--- config.mk ---
export PLATFORM = sky130hd
export DESIGN_NAME = hid_report_message_deframer
export DESIGN_NICKNAME = d
export VERILOG_FILES = /design/src/rtl/hrmd_pkg.sv /design/src/rtl/hid_report_message_deframer.sv /design/src/rtl/hrmd_core.sv /design/src/rtl/hrmd_out_buf.sv
export SDC_FILE = /design/constraint.sdc
export NUM_CORES = 1
export LEC_CHECK = 0
export ABC_AREA = 1
export BUFFER_PORTS_ARGS = -buffer_cell sky130_fd_sc_hd__buf_2
export CAP_MARGIN = 30
export CORE_ASPECT_RATIO = 1.5
export CORE_MARGIN = 4
export CORE_UTILIZATION = 40
export DETAILED_ROUTE_END_ITERATION = 16
export PLACE_DENSITY = 0.67
export SKIP_LAST_GASP = 1
export SYNTH_ARGS = -nofsm -noshare
export SYNTH_HDL_FRONTEND = slang
export SYNTH_SLANG_ARGS = --single-unit
--- constraint.sdc ---
create_clock -name clk -period 4.5 [get_ports clk]
set_input_delay 0.45 -clock clk [delete_from_list [all_inputs] [get_ports clk]]
set_output_delay 0.45 -clock clk [all_outputs]
set_load 0.01 [all_outputs]
--- src/rtl/hrmd_pkg.sv ---
package hrmd_pkg;

  localparam int REPORT_BYTES_DEFAULT = 64;
  localparam int POS_W = 6;
  localparam int LEN_W = 10;
  localparam logic [LEN_W-1:0] MAX_MESSAGE_BYTES_RESET = 10'd260;

  localparam logic [1:0] FLAG_CMD_BODY   = 2'd0;
  localparam logic [1:0] FLAG_CMD_LAST   = 2'd1;
  localparam logic [1:0] FLAG_SERIAL_OUT = 2'd2;
  localparam logic [1:0] FLAG_SERIAL_ERR = 2'd3;

  typedef enum logic [1:0] {
    KIND_COMMAND    = 2'd0,
    KIND_SERIAL_OUT = 2'd1,
    KIND_SERIAL_ERR = 2'd2
  } kind_t;

  typedef enum logic [1:0] {
    ERR_NONE              = 2'd0,
    ERR_SERIAL_IN_COMMAND = 2'd1,
    ERR_TOO_LARGE         = 2'd2
  } err_t;

  typedef struct packed {
    logic [7:0] report_byte;
    logic       first_of_report;
  } item_t;

  typedef struct packed {
    logic             has_data;
    logic [7:0]       payload_byte;
    kind_t            message_kind;
    logic             end_of_message;
    logic [LEN_W-1:0] message_length;
    err_t             error_code;
  } result_t;

endpackage

--- src/rtl/hid_report_message_deframer.sv ---
// Reassembles HF2-style messages from the bytes of HID reports, one byte per request on the
// slave side. A request with tuser set carries the report header; payload bytes come out
// tagged with the message kind, the last one with tlast and the total message length, and a
// dropped report yields one error request. A byte is taken every cycle while the output buffer
// has room, and passes an input register and the header/payload logic into a two-entry output
// buffer that offers its result on the master side. The user must write the maximum message
// length through cfg_wr_en and cfg_wr_data while the block is idle; it does not enforce this.
module hid_report_message_deframer
  import hrmd_pkg::*;
#(
  parameter int REPORT_BYTES = REPORT_BYTES_DEFAULT
) (
  input  logic             clk,
  input  logic             rst,
  input  logic             s_axis_tvalid,
  output logic             s_axis_tready,
  input  logic [7:0]       s_axis_tdata,   // report_byte
  input  logic             s_axis_tuser,   // first_of_report
  output logic             m_axis_tvalid,
  input  logic             m_axis_tready,
  output logic [23:0]      m_axis_tdata,   // payload_byte, message_length, zero fill
  output logic [4:0]       m_axis_tuser,   // has_data, message_kind, error_code
  output logic             m_axis_tlast,   // end_of_message
  input  logic             cfg_wr_en,
  input  logic [LEN_W-1:0] cfg_wr_data
);

  logic [LEN_W-1:0] max_message_bytes;
  logic             in_valid;
  item_t            in_item;
  logic             room;
  logic             advance;
  logic             accept;
  logic             res_valid;
  result_t          res;
  result_t          out_res;

  assign advance       = in_valid && room;
  assign s_axis_tready = !in_valid || room;
  assign accept        = s_axis_tvalid && s_axis_tready;

  always_ff @(posedge clk) begin
    if (rst) begin
      max_message_bytes <= MAX_MESSAGE_BYTES_RESET;
      in_valid          <= 1'b0;
    end else begin
      if (cfg_wr_en) begin
        max_message_bytes <= cfg_wr_data;
      end
      in_valid <= accept || (in_valid && !advance);
    end
  end

  always_ff @(posedge clk) begin
    if (accept) begin
      in_item.report_byte     <= s_axis_tdata;
      in_item.first_of_report <= s_axis_tuser;
    end
  end

  hrmd_core #(
    .REPORT_BYTES(REPORT_BYTES)
  ) u_core (
    .clk              (clk),
    .rst              (rst),
    .en               (advance),
    .item             (in_item),
    .max_message_bytes(max_message_bytes),
    .res_valid        (res_valid),
    .res              (res)
  );

  hrmd_out_buf u_out_buf (
    .clk      (clk),
    .rst      (rst),
    .push     (res_valid),
    .push_data(res),
    .room     (room),
    .out_valid(m_axis_tvalid),
    .out_ready(m_axis_tready),
    .out_data (out_res)
  );

  assign m_axis_tdata = {6'd0, out_res.message_length, out_res.payload_byte};
  assign m_axis_tuser = {out_res.error_code, out_res.message_kind, out_res.has_data};
  assign m_axis_tlast = out_res.end_of_message;

endmodule

--- src/rtl/hrmd_core.sv ---
module hrmd_core
  import hrmd_pkg::*;
#(
  parameter int REPORT_BYTES = REPORT_BYTES_DEFAULT
) (
  input  logic             clk,
  input  logic             rst,
  input  logic             en,
  input  item_t            item,
  input  logic [LEN_W-1:0] max_message_bytes,
  output logic             res_valid,
  output result_t          res
);

  localparam logic [POS_W-1:0] LAST_POS = POS_W'(REPORT_BYTES - 1);

  logic [POS_W-1:0] position, position_next;
  logic [POS_W-1:0] payload_size, payload_size_next;
  kind_t            report_kind, report_kind_next;
  logic             dropped, dropped_next;
  logic             ends_message, ends_message_next;
  logic [LEN_W-1:0] acc_length, acc_length_next;

  logic [1:0]       flag;
  logic [POS_W-1:0] size_raw;
  logic [POS_W-1:0] size;
  kind_t            hdr_kind;
  logic [LEN_W-1:0] acc_base;
  logic [LEN_W:0]   sum;
  logic [POS_W-1:0] pos_inc;

  always_comb begin
    flag     = item.report_byte[7:6];
    size_raw = item.report_byte[POS_W-1:0];
    size     = (size_raw > LAST_POS) ? LAST_POS : size_raw;
    case (flag)
      FLAG_SERIAL_OUT: hdr_kind = KIND_SERIAL_OUT;
      FLAG_SERIAL_ERR: hdr_kind = KIND_SERIAL_ERR;
      default:         hdr_kind = KIND_COMMAND;
    endcase
    acc_base = ends_message ? '0 : acc_length;
    sum      = {1'b0, acc_base} + (LEN_W+1)'(size);
    pos_inc  = position + POS_W'(1);
  end

  always_comb begin
    position_next     = position;
    payload_size_next = payload_size;
    report_kind_next  = report_kind;
    dropped_next      = dropped;
    ends_message_next = ends_message;
    acc_length_next   = acc_length;
    res_valid         = 1'b0;
    res               = '0;
    if (en) begin
      if (item.first_of_report) begin
        position_next     = '0;
        report_kind_next  = hdr_kind;
        ends_message_next = 1'b0;
        acc_length_next   = acc_base;
        res.message_kind  = hdr_kind;
        if (acc_base != '0 && (flag inside {FLAG_SERIAL_OUT, FLAG_SERIAL_ERR})) begin
          dropped_next      = 1'b1;
          payload_size_next = '0;
          res_valid         = 1'b1;
          res.error_code    = ERR_SERIAL_IN_COMMAND;
        end else if (sum > {1'b0, max_message_bytes}) begin
          dropped_next      = 1'b1;
          payload_size_next = '0;
          res_valid         = 1'b1;
          res.error_code    = ERR_TOO_LARGE;
        end else begin
          dropped_next      = 1'b0;
          payload_size_next = size;
          acc_length_next   = sum[LEN_W-1:0];
          if (flag != FLAG_CMD_BODY) begin
            if (size == '0) begin
              res_valid          = 1'b1;
              res.end_of_message = 1'b1;
              res.message_length = sum[LEN_W-1:0];
              acc_length_next    = '0;
            end else begin
              ends_message_next = 1'b1;
            end
          end
        end
      end else if (position < LAST_POS) begin
        position_next = pos_inc;
        if (!dropped && pos_inc <= payload_size) begin
          res_valid        = 1'b1;
          res.has_data     = 1'b1;
          res.payload_byte = item.report_byte;
          res.message_kind = report_kind;
          if (pos_inc == payload_size && ends_message) begin
            res.end_of_message = 1'b1;
            res.message_length = acc_length;
            acc_length_next    = '0;
            ends_message_next  = 1'b0;
          end
        end
      end
    end
  end

  always_ff @(posedge clk) begin
    if (rst) begin
      position     <= '0;
      payload_size <= '0;
      report_kind  <= KIND_COMMAND;
      dropped      <= 1'b0;
      ends_message <= 1'b0;
      acc_length   <= '0;
    end else begin
      position     <= position_next;
      payload_size <= payload_size_next;
      report_kind  <= report_kind_next;
      dropped      <= dropped_next;
      ends_message <= ends_message_next;
      acc_length   <= acc_length_next;
    end
  end

  a_err_no_data: assert property (@(posedge clk) disable iff (rst)
    res_valid && res.error_code != ERR_NONE |-> !res.has_data && !res.end_of_message)
    else $error("error request carries data or an end mark");

  a_end_clears_length: assert property (@(posedge clk) disable iff (rst)
    res_valid && res.end_of_message |=> acc_length == '0)
    else $error("message length not cleared after end of message");

  a_dropped_no_payload: assert property (@(posedge clk) disable iff (rst)
    dropped |-> payload_size == '0 && !ends_message)
    else $error("dropped report still expects payload");

endmodule

--- src/rtl/hrmd_out_buf.sv ---
module hrmd_out_buf
  import hrmd_pkg::*;
(
  input  logic    clk,
  input  logic    rst,
  input  logic    push,
  input  result_t push_data,
  output logic    room,
  output logic    out_valid,
  input  logic    out_ready,
  output result_t out_data
);

  result_t    entry [2];
  logic       wr_ptr;
  logic       rd_ptr;
  logic [1:0] count;
  logic       pop;

  assign pop       = out_valid && out_ready;
  assign out_valid = count != 2'd0;
  assign room      = count != 2'd2;
  assign out_data  = entry[rd_ptr];

  always_ff @(posedge clk) begin
    if (rst) begin
      wr_ptr <= 1'b0;
      rd_ptr <= 1'b0;
      count  <= 2'd0;
    end else begin
      if (push) begin
        wr_ptr <= ~wr_ptr;
      end
      if (pop) begin
        rd_ptr <= ~rd_ptr;
      end
      count <= count + 2'(push) - 2'(pop);
    end
  end

  always_ff @(posedge clk) begin
    if (push) begin
      entry[wr_ptr] <= push_data;
    end
  end

  a_no_overflow: assert property (@(posedge clk) disable iff (rst)
    push |-> room)
    else $error("request written into a full output buffer");

  a_count_range: assert property (@(posedge clk) disable iff (rst)
    count != 2'd3 && ((count == 2'd0) == (wr_ptr == rd_ptr) || count == 2'd2))
    else $error("output buffer count and pointers disagree");

endmodule

==> impl_metrics.json <==
{
  "die_h_um": 147,
  "synth_edf_count": 57,
  "hold_path_class": "in2reg",
  "cp-end-kind": "register",
  "setup_tns_ns": 0,
  "reg2reg_slack_ns": 0.48,
  "period_share": 0.894,
  "cts_tree": "built",
  "worst_pin_slew_ns": 0.685,
  "dpl.hpwl_um": 8650,
  "port_buffers": 49,
  "clk_pin_slew_ns": 0.07,
  "timing.slew.headroom": 0.543,
  "critPathKind": "reg2reg",
  "switching_power_uw": 748,
  "r2r-end": "u_out_buf.count[1]",
  "synth_mux_area_frac": 0.0526,
  "yosys.area_share.simple": 0.201,
  "layout_commonest_cell": "nand2_1",
  "skew_ns": 0.00733,
  "finalMaxSlewViolations": 0,
  "ios": 56,
  "die_area_um2": 14800,
  "hold_viol_final": 0,
  "synth_xor_area_frac": 0.0187,
  "grtUsageTotal": 0.158,
  "synth_fa_ha_area_frac": 0.0672,
  "nets": 653,
  "gp_congestion": 0.928,
  "hold_start": "s_axis_tuser",
  "antenna_found_initial": 0,
  "drt-total-wl_um": 11200,
  "core_um2": 12500,
  "fillCellCount": 1216,
  "htree_levels": 3,
  "whs_path_depth": 1,
  "dp.cells": 747,
  "worstPathArrival_ns": 4.30,
  "clk_latency_ns": 0.35,
  "ir_worst_vdd_v": 0.000177,
  "p_seq_frac": 0.438,
  "clkPwrFrac": 0.317,
  "setup_viol": 0,
  "wire_per_inst_um": 14.7,
  "grt_pass1_wl_um": 18500,
  "synthDistinctLibCells": 42,
  "cts_setup_buffers": 0,
  "ys_warn_count": 0,
  "pwr-share-comb": 0.246,
  "initial_core_util": 0.411,
  "firstDrtPassIters": 5,
  "p_per_area_nw_per_um2": 422,
  "r2r-start": "u_core.ends_message",
  "cts_resized": 0,
  "startpoint_type": "register",
  "vias": 3899,
  "synth-compound-area-share": 0.0820,
  "synth.cell_area_um2": 5140,
  "status": "finished, final reports clean",
  "ant_nets": 0,
  "holdPathEnd": "in_item[0]",
  "instances_no_fill": 763,
  "synth_top_family_by_area": "simple AND/OR/NAND/NOR gates",
  "drc_errors": 0,
  "drtIter0Drc": 265,
  "grt_pass1_vias": 3830,
  "drive_above_1_share": 0.198,
  "synth_seq_area_share": 0.496,
  "async_flop_share": 0,
  "required_ns": 4.78,
  "cts.sinks": 99,
  "crit_path_max_fanout": 8,
  "areaGrowthSynthToFinish_pct": 12.8,
  "sw_frac_of_total": 0.306,
  "period_minus_slack_ns": 4.02,
  "p_int_mw": 1.70,
  "grt_overflow": 0,
  "grt_max_degree": 26,
  "die_w_um": 101,
  "fmax_mhz": 249,
  "clk_path_buf_depth": 2,
  "syn_area_per_cell_um2": 9.20,
  "n_antenna_cell": 0,
  "num_rows": 50,
  "routed_via_density": 5.11,
  "cts_hold_buf": 0,
  "ys.flop_type": "edfxtp_1",
  "ff2ff_path_depth": 21,
  "ys_ff_latch": 99,
  "cts.root.buffer_cell": "clkbuf_16",
  "mostFrequentLayoutCells": "106 x nand2_1, 68 x inv_1, 57 x edfxtp_1",
  "cts_buffers": 9,
  "cap_viol_max_count": 0,
  "final_core_util": 0.464,
  "netlist_instances": 559,
  "rsz0062_at_grt": "false",
  "p_leak_nw": 2.55
}
[through the flow]
step	total power, mW	cell area [um^2]	hold WS [ns]	setup WS [ns]
3_3_place_gp	1.68	5490	0.441	0.639
3_5_place_dp	1.69	5500	0.450	0.502
5_1_grt	2.58	5800	0.269	0.117
4_1_cts	2.47	5800	0.261	0.477
6_report	2.45	5800	0.273	0.479
2_1_floorplan	1.52	5160	0.426	0.373
[routing by layer]
layer | wire (um) | GRT usage | share of wire | vias up
met2 | 5650 | 0.277 | 0.50 | 134
met1 | 4570 | 0.179 | 0.41 | 1788
met4 | 407 | 0.0796 | 0.036 | 0
li1 | - | - | - | 1948
met5 | 0 | 0 | 0 | -
met3 | 563 | 0.0333 | 0.050 | 29
[cell type report]
cell class | instances | area [um^2] | share of cell area
clock buffers | 10 | 229 | 0.0395
clock inverters | 6 | 71.3 | 0.0123
inverters | 72 | 273 | 0.0470
multi-input cells | 366 | 2190 | 0.378
flip-flops and latches | 99 | 2550 | 0.440
well taps | 156 | 195 | 0.0336
repair buffers | 54 | 290 | 0.0500
[how the worst max path moves through the flow]
stage                              startpoint               endpoint  slack, ns  cells after the start
after floorplan           u_core.ends_message  u_out_buf.entry[0][0]       0.37                     17
after global placement    u_core.ends_message     u_out_buf.count[1]       0.64                     22
after detailed placement  u_core.ends_message     u_out_buf.count[1]       0.50                     22
after CTS                 u_core.ends_message     u_out_buf.count[1]       0.48                     21
after global routing      u_core.ends_message     u_out_buf.count[1]       0.12                     22
final                     u_core.ends_message     u_out_buf.count[1]       0.48                     21
[power by group through the flow]
stage / registers, mW / logic (mW) / clock network [mW]
6_report: 1.07 / 0.601 / 0.775
5_1_grt: 1.08 / 0.671 / 0.825
4_1_cts: 1.07 / 0.606 / 0.794
3_5_place_dp: 1.09 / 0.603 / 0
3_3_place_gp: 1.10 / 0.572 / 0
2_1_floorplan: 1.07 / 0.448 / 0
[cell usage after synthesis, types with 7 or more instances]
master / n / area share
dfxtp_1: 42 / 0.16
nor2_1: 40 / 0.029
nand3_1: 33 / 0.032
mux2_2: 24 / 0.053
buf_4: 7 / 0.010
xor2_1: 8 / 0.014
clkbuf_1: 14 / 0.010
ha_1: 26 / 0.063
a21oi_1: 47 / 0.046
nand2_1: 106 / 0.077
inv_1: 68 / 0.050
nand4_1: 18 / 0.022
o21ai_0: 14 / 0.014
edfxtp_1: 57 / 0.33
[flip-flops by register name, indices dropped and copies added (netlist names), named ones only]
register and flops:
in_valid 1, u_core.acc_length 10, u_core.payload_size 6, in_item 9, u_core.dropped 1, u_core.ends_message 1
u_core.position 6, max_message_bytes 10, u_core.report_kind 2, u_out_buf.wr_ptr 1, u_out_buf.entry 48, u_out_buf.rd_ptr 1
u_out_buf.count 2
[worst max-delay path, stage by stage (launching register included)]
cell and delay, ns:
dfxtp_1 0.44, inv_4 0.10, nand2_1 0.09, inv_1 0.06
ha_1 0.21, fa_1 0.42, nand4_1 0.14, nand2_1 0.14
nand3_1 0.11, xor2_1 0.25, inv_1 0.09, ha_1 0.30
and3_1 0.19, nand4_1 0.15, nand2_2 0.22, nand3_4 0.13
a21oi_1 0.22, inv_1 0.07, ha_1 0.19, xor2_1 0.17
o21ai_0 0.10, a21oi_1 0.14
[kinds of logic (layout without fill, tap and decap cells)]
kind of cell,Yosys count,after routing
muxes,24,24
and+or+nand+nor,221,221
buffers and inverters,99,142
other,1,6
xor gates and xnor gates,11,11
AOI/OAI and AO/OA,77,77
adders and majority gates,27,27
DFF,99,99
Note: power is estimated with default switching activity, not from simulation.
